$ cat config.mk
export PLATFORM = sky130hd
export DESIGN_NAME = keyed_value_table_unit
export DESIGN_NICKNAME = d
export VERILOG_FILES = /design/src/rtl/kvt_pkg.sv /design/src/rtl/kvt_store.sv /design/src/rtl/keyed_value_table_unit.sv
export SDC_FILE = /design/constraint.sdc
export NUM_CORES = 2
export LEC_CHECK = 0
export BUFFER_PORTS_ARGS = -buffer_cell sky130_fd_sc_hd__buf_2
export CAP_MARGIN = 25
export CORE_MARGIN = 10
export CORE_UTILIZATION = 60
export CTS_CLUSTER_SIZE = 16
export DETAILED_ROUTE_END_ITERATION = 12
export HOLD_SLACK_MARGIN = 0.06
export PLACE_DENSITY = 0.77
export SETUP_SLACK_MARGIN = 0.4
export SYNTH_ARGS = -nofsm -noshare
export SYNTH_HDL_FRONTEND = slang
export SYNTH_SLANG_ARGS = --single-unit
$ cat constraint.sdc
create_clock -name clock -period 17.39 [get_ports clock]
set_input_delay 0.8695 -clock clock [delete_from_list [all_inputs] [get_ports clock]]
set_output_delay 0.8695 -clock clock [all_outputs]
set_load 0.05 [all_outputs]
$ cat src/rtl/kvt_pkg.sv
// shared types and constants for the keyed value table
package kvt_pkg;

   localparam int CAPACITY    = 32;
   localparam int KEY_BITS    = 16;
   localparam int VALUE_BITS  = 32;
   localparam int CNT_W       = $clog2(CAPACITY + 1);
   localparam int ADDR_W      = (CAPACITY > 1) ? $clog2(CAPACITY) : 1;
   localparam int CMP_W       = (KEY_BITS > VALUE_BITS) ? KEY_BITS : VALUE_BITS;
   localparam int OUT_CNT_W   = 6;

   localparam logic [2:0] OP_INSERT = 3'd0;
   localparam logic [2:0] OP_ERASE  = 3'd1;
   localparam logic [2:0] OP_GET    = 3'd2;
   localparam logic [2:0] OP_CLEAR  = 3'd3;
   localparam logic [2:0] OP_COUNT  = 3'd4;

   localparam logic [1:0] ERR_NONE  = 2'd0;
   localparam logic [1:0] ERR_FULL  = 2'd1;
   localparam logic [1:0] ERR_DUP   = 2'd2;
   localparam logic [1:0] ERR_EMPTY = 2'd3;

   typedef struct packed {
      logic [2:0]  op;
      logic [15:0] key;
      logic [31:0] value;
   } req_type;

   typedef struct packed {
      logic                 found;
      logic [31:0]          read_value;
      logic [OUT_CNT_W-1:0] match_count;
      logic [OUT_CNT_W-1:0] occupancy;
      logic [1:0]           error;
   } rsp_type;

   typedef struct packed {
      logic [KEY_BITS-1:0]   key;
      logic [VALUE_BITS-1:0] value;
   } entry_type;

endpackage

$ cat src/rtl/kvt_store.sv
// entry memory: one write port, one read port with registered data
module kvt_store (
   input  logic                      clock,
   input  logic                      wr_en,
   input  logic [kvt_pkg::ADDR_W-1:0] wr_addr,
   input  kvt_pkg::entry_type        wr_data,
   input  logic                      rd_en,
   input  logic [kvt_pkg::ADDR_W-1:0] rd_addr,
   output kvt_pkg::entry_type        rd_data
);
   import kvt_pkg::*;

   entry_type mem [CAPACITY];

   always_ff @(posedge clock) begin
      if (wr_en) begin
         mem[wr_addr] <= wr_data;
      end
   end

   always_ff @(posedge clock) begin
      if (rd_en) begin
         rd_data <= mem[rd_addr];
      end
   end

endmodule

$ cat src/rtl/keyed_value_table_unit.sv
// keyed value table: packed key/value entries with linear search and shift-down erase
// one request at a time; the next can be taken in the same cycle its result word is offered
// erase: scan to the hit, then one cycle per moved entry
// a result word left waiting holds the block; reset empties the table, entries undefined
module keyed_value_table_unit (
   input  logic             clock,
   input  logic             reset,
   input  logic             req_valid,
   output logic             req_ready,
   input  kvt_pkg::req_type req_data,
   output logic             rsp_valid,
   input  logic             rsp_ready,
   output kvt_pkg::rsp_type rsp_data
);
   import kvt_pkg::*;

   typedef enum logic [1:0] {
      ST_IDLE,
      ST_SCAN,
      ST_SHIFT,
      ST_FINISH
   } state_type;

   state_type             state_ff, state_in;
   logic [2:0]            op_ff, op_in;
   logic [KEY_BITS-1:0]   key_ff, key_in;
   logic [VALUE_BITS-1:0] val_ff, val_in;
   logic [CNT_W-1:0]      count_ff, count_in;
   logic [CNT_W-1:0]      idx_ff, idx_in;
   logic                  pend_ff, pend_in;
   logic [ADDR_W-1:0]     pidx_ff, pidx_in;
   logic                  found_ff, found_in;
   logic [VALUE_BITS-1:0] rdval_ff, rdval_in;
   logic [CNT_W-1:0]      match_ff, match_in;
   logic [1:0]            err_ff, err_in;
   logic                  rsp_valid_ff, rsp_valid_in;
   rsp_type               rsp_ff, rsp_in;

   logic              wr_en, rd_en;
   logic [ADDR_W-1:0] wr_addr, rd_addr;
   entry_type         wr_data, rd_data;

   logic [CMP_W-1:0] cmp_a, cmp_b;
   logic             cmp_eq;
   logic             is_count;

   kvt_store u_store (
      .clock   (clock),
      .wr_en   (wr_en),
      .wr_addr (wr_addr),
      .wr_data (wr_data),
      .rd_en   (rd_en),
      .rd_addr (rd_addr),
      .rd_data (rd_data)
   );

   // the single comparator: key for lookups, value for count
   assign is_count = (op_ff == OP_COUNT);
   assign cmp_a    = is_count ? CMP_W'(rd_data.value) : CMP_W'(rd_data.key);
   assign cmp_b    = is_count ? CMP_W'(val_ff) : CMP_W'(key_ff);
   assign cmp_eq   = (cmp_a == cmp_b);

   assign req_ready = (state_ff == ST_IDLE);
   assign rsp_valid = rsp_valid_ff;
   assign rsp_data  = rsp_ff;

   always_comb begin
      state_in     = state_ff;
      op_in        = op_ff;
      key_in       = key_ff;
      val_in       = val_ff;
      count_in     = count_ff;
      idx_in       = idx_ff;
      pend_in      = 1'b0;
      pidx_in      = pidx_ff;
      found_in     = found_ff;
      rdval_in     = rdval_ff;
      match_in     = match_ff;
      err_in       = err_ff;
      rsp_valid_in = rsp_valid_ff;
      rsp_in       = rsp_ff;
      wr_en        = 1'b0;
      wr_addr      = count_ff[ADDR_W-1:0];
      wr_data      = '{key: key_ff, value: val_ff};
      rd_en        = 1'b0;
      rd_addr      = idx_ff[ADDR_W-1:0];

      if (rsp_valid_ff && rsp_ready) begin
         rsp_valid_in = 1'b0;
      end

      case (state_ff)
         ST_IDLE: begin
            if (req_valid) begin
               op_in    = req_data.op;
               key_in   = KEY_BITS'(req_data.key);
               val_in   = VALUE_BITS'(req_data.value);
               found_in = 1'b0;
               rdval_in = '0;
               match_in = '0;
               err_in   = ERR_NONE;
               idx_in   = '0;
               case (req_data.op)
                  OP_INSERT: begin
                     if (count_ff >= CNT_W'(CAPACITY)) begin
                        err_in   = ERR_FULL;
                        state_in = ST_FINISH;
                     end else begin
                        state_in = ST_SCAN;
                     end
                  end
                  OP_ERASE: begin
                     if (count_ff == '0) begin
                        err_in   = ERR_EMPTY;
                        state_in = ST_FINISH;
                     end else begin
                        state_in = ST_SCAN;
                     end
                  end
                  OP_GET, OP_COUNT: begin
                     state_in = ST_SCAN;
                  end
                  OP_CLEAR: begin
                     count_in = '0;
                     state_in = ST_FINISH;
                  end
                  default: begin
                     state_in = ST_FINISH;
                  end
               endcase
            end
         end

         ST_SCAN: begin
            if (pend_ff && cmp_eq && is_count) begin
               match_in = match_ff + CNT_W'(1);
            end
            if (pend_ff && cmp_eq && !is_count) begin
               // key hit: any later read is dropped
               case (op_ff)
                  OP_INSERT: begin
                     err_in   = ERR_DUP;
                     state_in = ST_FINISH;
                  end
                  OP_ERASE: begin
                     found_in = 1'b1;
                     if (CNT_W'(pidx_ff) + CNT_W'(1) >= count_ff) begin
                        count_in = count_ff - CNT_W'(1);
                        state_in = ST_FINISH;
                     end else begin
                        idx_in   = CNT_W'(pidx_ff) + CNT_W'(1);
                        state_in = ST_SHIFT;
                     end
                  end
                  OP_GET: begin
                     found_in = 1'b1;
                     rdval_in = rd_data.value;
                     state_in = ST_FINISH;
                  end
                  default: begin
                     state_in = ST_FINISH;
                  end
               endcase
            end else if (idx_ff < count_ff) begin
               rd_en   = 1'b1;
               rd_addr = idx_ff[ADDR_W-1:0];
               idx_in  = idx_ff + CNT_W'(1);
               pend_in = 1'b1;
               pidx_in = idx_ff[ADDR_W-1:0];
            end else if (!pend_ff) begin
               // scan finished without a key hit
               if (op_ff == OP_INSERT) begin
                  wr_en    = 1'b1;
                  wr_addr  = count_ff[ADDR_W-1:0];
                  count_in = count_ff + CNT_W'(1);
               end
               state_in = ST_FINISH;
            end
         end

         ST_SHIFT: begin
            // read entry n while writing entry n-1 back one place lower
            if (pend_ff) begin
               wr_en   = 1'b1;
               wr_addr = pidx_ff - ADDR_W'(1);
               wr_data = rd_data;
            end
            if (idx_ff < count_ff) begin
               rd_en   = 1'b1;
               rd_addr = idx_ff[ADDR_W-1:0];
               idx_in  = idx_ff + CNT_W'(1);
               pend_in = 1'b1;
               pidx_in = idx_ff[ADDR_W-1:0];
            end else if (!pend_ff) begin
               count_in = count_ff - CNT_W'(1);
               state_in = ST_FINISH;
            end
         end

         ST_FINISH: begin
            if (!rsp_valid_ff || rsp_ready) begin
               rsp_valid_in       = 1'b1;
               rsp_in.found       = found_ff;
               rsp_in.read_value  = 32'(rdval_ff);
               rsp_in.match_count = OUT_CNT_W'(match_ff);
               rsp_in.occupancy   = OUT_CNT_W'(count_ff);
               rsp_in.error       = err_ff;
               state_in           = ST_IDLE;
            end
         end

         default: begin
            state_in = ST_IDLE;
         end
      endcase
   end

   always_ff @(posedge clock) begin
      op_ff    <= op_in;
      key_ff   <= key_in;
      val_ff   <= val_in;
      idx_ff   <= idx_in;
      pidx_ff  <= pidx_in;
      found_ff <= found_in;
      rdval_ff <= rdval_in;
      match_ff <= match_in;
      err_ff   <= err_in;
      rsp_ff   <= rsp_in;
      if (reset) begin
         state_ff     <= ST_IDLE;
         count_ff     <= '0;
         pend_ff      <= 1'b0;
         rsp_valid_ff <= 1'b0;
      end else begin
         state_ff     <= state_in;
         count_ff     <= count_in;
         pend_ff      <= pend_in;
         rsp_valid_ff <= rsp_valid_in;
      end
   end

endmodule

==> reports/qor.csv <==
stage,metric,value,unit
layout,final_cell_area,75500,sq um
detailed_routing,avgViaCountPerCell,6.93,
worst_hold_path,worst_hold_startpoint,req_data[13],
critical_path,cp_common_cell,buf_4,
cts,cts_tree,done,
synth,synth-main-ff-cell,edfxtp_1,
floorplanning,fp.dieH,355,um
status,run_status,"finished, final reports clean",
sta,slew_violations,0,
flow_run,cap_viol_max_count,0,
layout,multi_input_area,14600,sq um
synth,ys_warn_count,0,
layout,n_fill_cell,6474,
synth,syn_avg_cell_area,23.7,sq um
detailed_routing,firstDrtPassIters,6,
layout,area_delta_synth_final,12.3,%
critical_path,crit_required,17.91,ns
sta,layout_setup_ws,12.45,ns
synth,synth_top_area_cell,edfxtp_1,
floorplanning,die-area,126000,sq um
sta,rsz0062_at_grt,no,
pwr,p_leak,0.0233,uW
layout,ff_latch_area,52300,sq um
detailed_routing,drc,0,
critical_path,reg2reg_from,idx_ff[0]$_DFFE_PP_,
global_route,grt_util_all_layers,0.270,
cts,hold_buffers,0,
critical_path,cp_cell_sequence,"buf_4, buf_12, buf_4, buf_16, buf_4, mux4_2, mux4_2, mux2_2",
critical_path,path_delay_family,buffers and inverters,
detailed_routing,routed_wl,170000,um
synth,synth_edf_count,1734,
global_route,grt_antenna_before_repair,9,
cts,ctsResizeCount,0,
synth,syn_nets,2919,
synth,synth_seq_area_share,0.777,
sta,finClkSkew,0.0252,ns
placed_design,place_congestion,0.798,
placed_design,dpl_cell_area,69900,sq um
cts,post-cts-setup-buffers,0,
critical_path,endpoint_kind,flip-flop,
critical_path,crit_arrival,5.46,ns
critical_path,cp-start-kind,flip-flop,
critical_path,ff2ff_path_depth,8,
cts,clock_latency,0.78,ns
layout,nets,3131,
pwr,p_per_area,152,nW/um^2
critical_path,critPathKind,reg -> reg,
cts,cts.sinks,1744,
sta,final.setup.tns,0,ns
sta,tightest_slew,1.11,ns
synth,synth_area_leaders,"edfxtp_1 77%, mux4_2 16%, mux2_2 1.6%",
global_route,grt_max_degree,111,
global_route,grt_pass1_vias,33400,
layout,final_cell_mix,"1734 x edfxtp_1, 480 x mux4_2, 172 x clkbuf_16, 104 x buf_2, 96 x mux2_2",
placed_design,hpwl,82000,um
sta,setup_violations,0,
critical_path,r2r_end,u_store.rd_data[23]$_DFFE_PP_,
synth,netlist.area_leader.share,0.774,
global_route,grt_overflow,0,
floorplanning,rows,122,
sta,finalCritPeriodShare,0.284,
placed_design,portBuffers,103,
detailed_routing,postRouteAntennaNets,0,
sta,hold_slack,0.261,ns
synth,ys_ff_latch,1744,
cts,clockBufferDepth,3,
detailed_routing,wire_per_inst,36.3,um
floorplanning,core,111000,sq um
placed_design,post-place-ws,12.07,ns
worst_hold_path,hold_end,val_ff[13]$_DFFE_PP_,
sta,max_slew_margin,0.259,
cts,clockRootBuffer,clkbuf_16,
sta,min_period,4.94,ns
synth,syn_inst,2841,
cts,cts_inserted_buffers,169,
synth,synth_cell_types,54,
cts,cts-htree-levels,4,
critical_path,max_stage_delay,0.69,ns
sta,clock.fmax,203,MHz
pwr,ir_worst_vdd,0.179,mV
synth,synth_area,67300,sq um
synth,synth-async-reset-ratio,0,
critical_path,critPathMaxFanout,110,
layout,mostFrequentLayoutCell,edfxtp_1,
sta,report.final.hold_viol_count,0,
floorplanning,initial_core_util,0.606,
worst_hold_path,hp-class,in -> reg,
detailed_routing,drt_iter0_drc,5221,
critical_path,r2r_setup_slack,12.45,ns
detailed_routing,vias,32500,
critical_path,cpMaxStageDelayCell,buf_4,
critical_path,crit_buf_inv,5,
floorplanning,io_pins,104,
global_route,grt_first_pass_wirelength,243000,um
floorplanning,fp.dieW,355,um
layout,layout-drive-gt1-share,0.320,
worst_hold_path,holdPathStages,1,
cts,clkTransAtPathRegs,0.06,ns
## kinds of logic (layout without fill, tap and decap cells)
logic type	after synthesis	in the layout	share of synthesized area
compound gates	70	70	0.00675
xor+xnor	66	66	0.00859
fa+ha+maj	23	23	0.00428
buf+inv	151	500	0.00956
flops	1744	1744	0.777
mux	578	578	0.177
other cells	0	5	0
simple gates	209	209	0.0165
## stage by stage
step / util / total power (uW) / instances
2_1_floorplan: - / 7160 / 2841
3_3_place_gp: 0.629 / 7820 / 4357
3_5_place_dp: 0.630 / 7910 / 4363
4_1_cts: 0.679 / 11500 / 4671
5_1_grt: 0.681 / 11900 / 4678
6_report: 0.681 / 11500 / 4683
## cells in the mapped netlist, types with 5 or more instances
library cell,count
nor3_1,12
a21oi_1,21
clkbuf_1,76
buf_2,43
nor2_1,43
nor2b_1,5
mux2_2,96
buf_1,12
nand2_1,37
nor4_1,22
xnor2_1,24
and2_1,39
edfxtp_1,1734
ha_1,23
nand2b_1,9
nand3_1,15
dfxtp_1,10
nand4_1,8
o21a_1,5
o21ai_0,13
inv_1,17
xor2_1,42
mux4_2,480
## metal layers
metal / global-route usage / vias up / routed length [um]
met4: 0.0975 / 8 / 5860
met1: 0.371 / 17100 / 61200
met3: 0.0683 / 407 / 19900
met2: 0.424 / 2413 / 83100
li1: - / 12500 / -
met5: 0 / - / 54
## state kept, by name, summed over array words and instances, names as in the netlist, 16 cells and up
name,cells
key_ff,16
rdval_ff,32
rsp_data,47
u_store.mem,1536
u_store.rd_data,48
val_ff,32
## layout make-up
type,count,area share
diodes,5,0.000166
clock buffers,211,0.0589
clock inverters,97,0.0124
inverters,17,0.000845
multi-input cells,946,0.193
flip-flops and latches,1744,0.692
well taps,1488,0.0246
repair buffers,175,0.0176
## report_power, final
group	internal (uW)	switching, uW	leakage (uW)	total, uW
clock	2030	1570	0.00260	3600
combinational	1200	1510	0.00493	2720
sequential	5060	116	0.0157	5180
total	8300	3200	0.0233	11500
## worst max-delay path by stage
stage                     slack, ns  depth (start not counted)                       endpoint                     start
after floorplan               10.17                          9   u_store.mem[20][0]$_DFFE_PP_  count_ff[3]$_SDFFE_PP0P_
after global placement        12.18                          7  u_store.rd_data[25]$_DFFE_PP_       idx_ff[0]$_DFFE_PP_
after detailed placement      12.07                          7  u_store.rd_data[23]$_DFFE_PP_       idx_ff[0]$_DFFE_PP_
after CTS                     11.97                          7  u_store.rd_data[23]$_DFFE_PP_       idx_ff[0]$_DFFE_PP_
after global routing          12.00                          8  u_store.rd_data[23]$_DFFE_PP_       idx_ff[0]$_DFFE_PP_
final                         12.45                          8  u_store.rd_data[23]$_DFFE_PP_       idx_ff[0]$_DFFE_PP_
(Power assumes the default switching activity.)
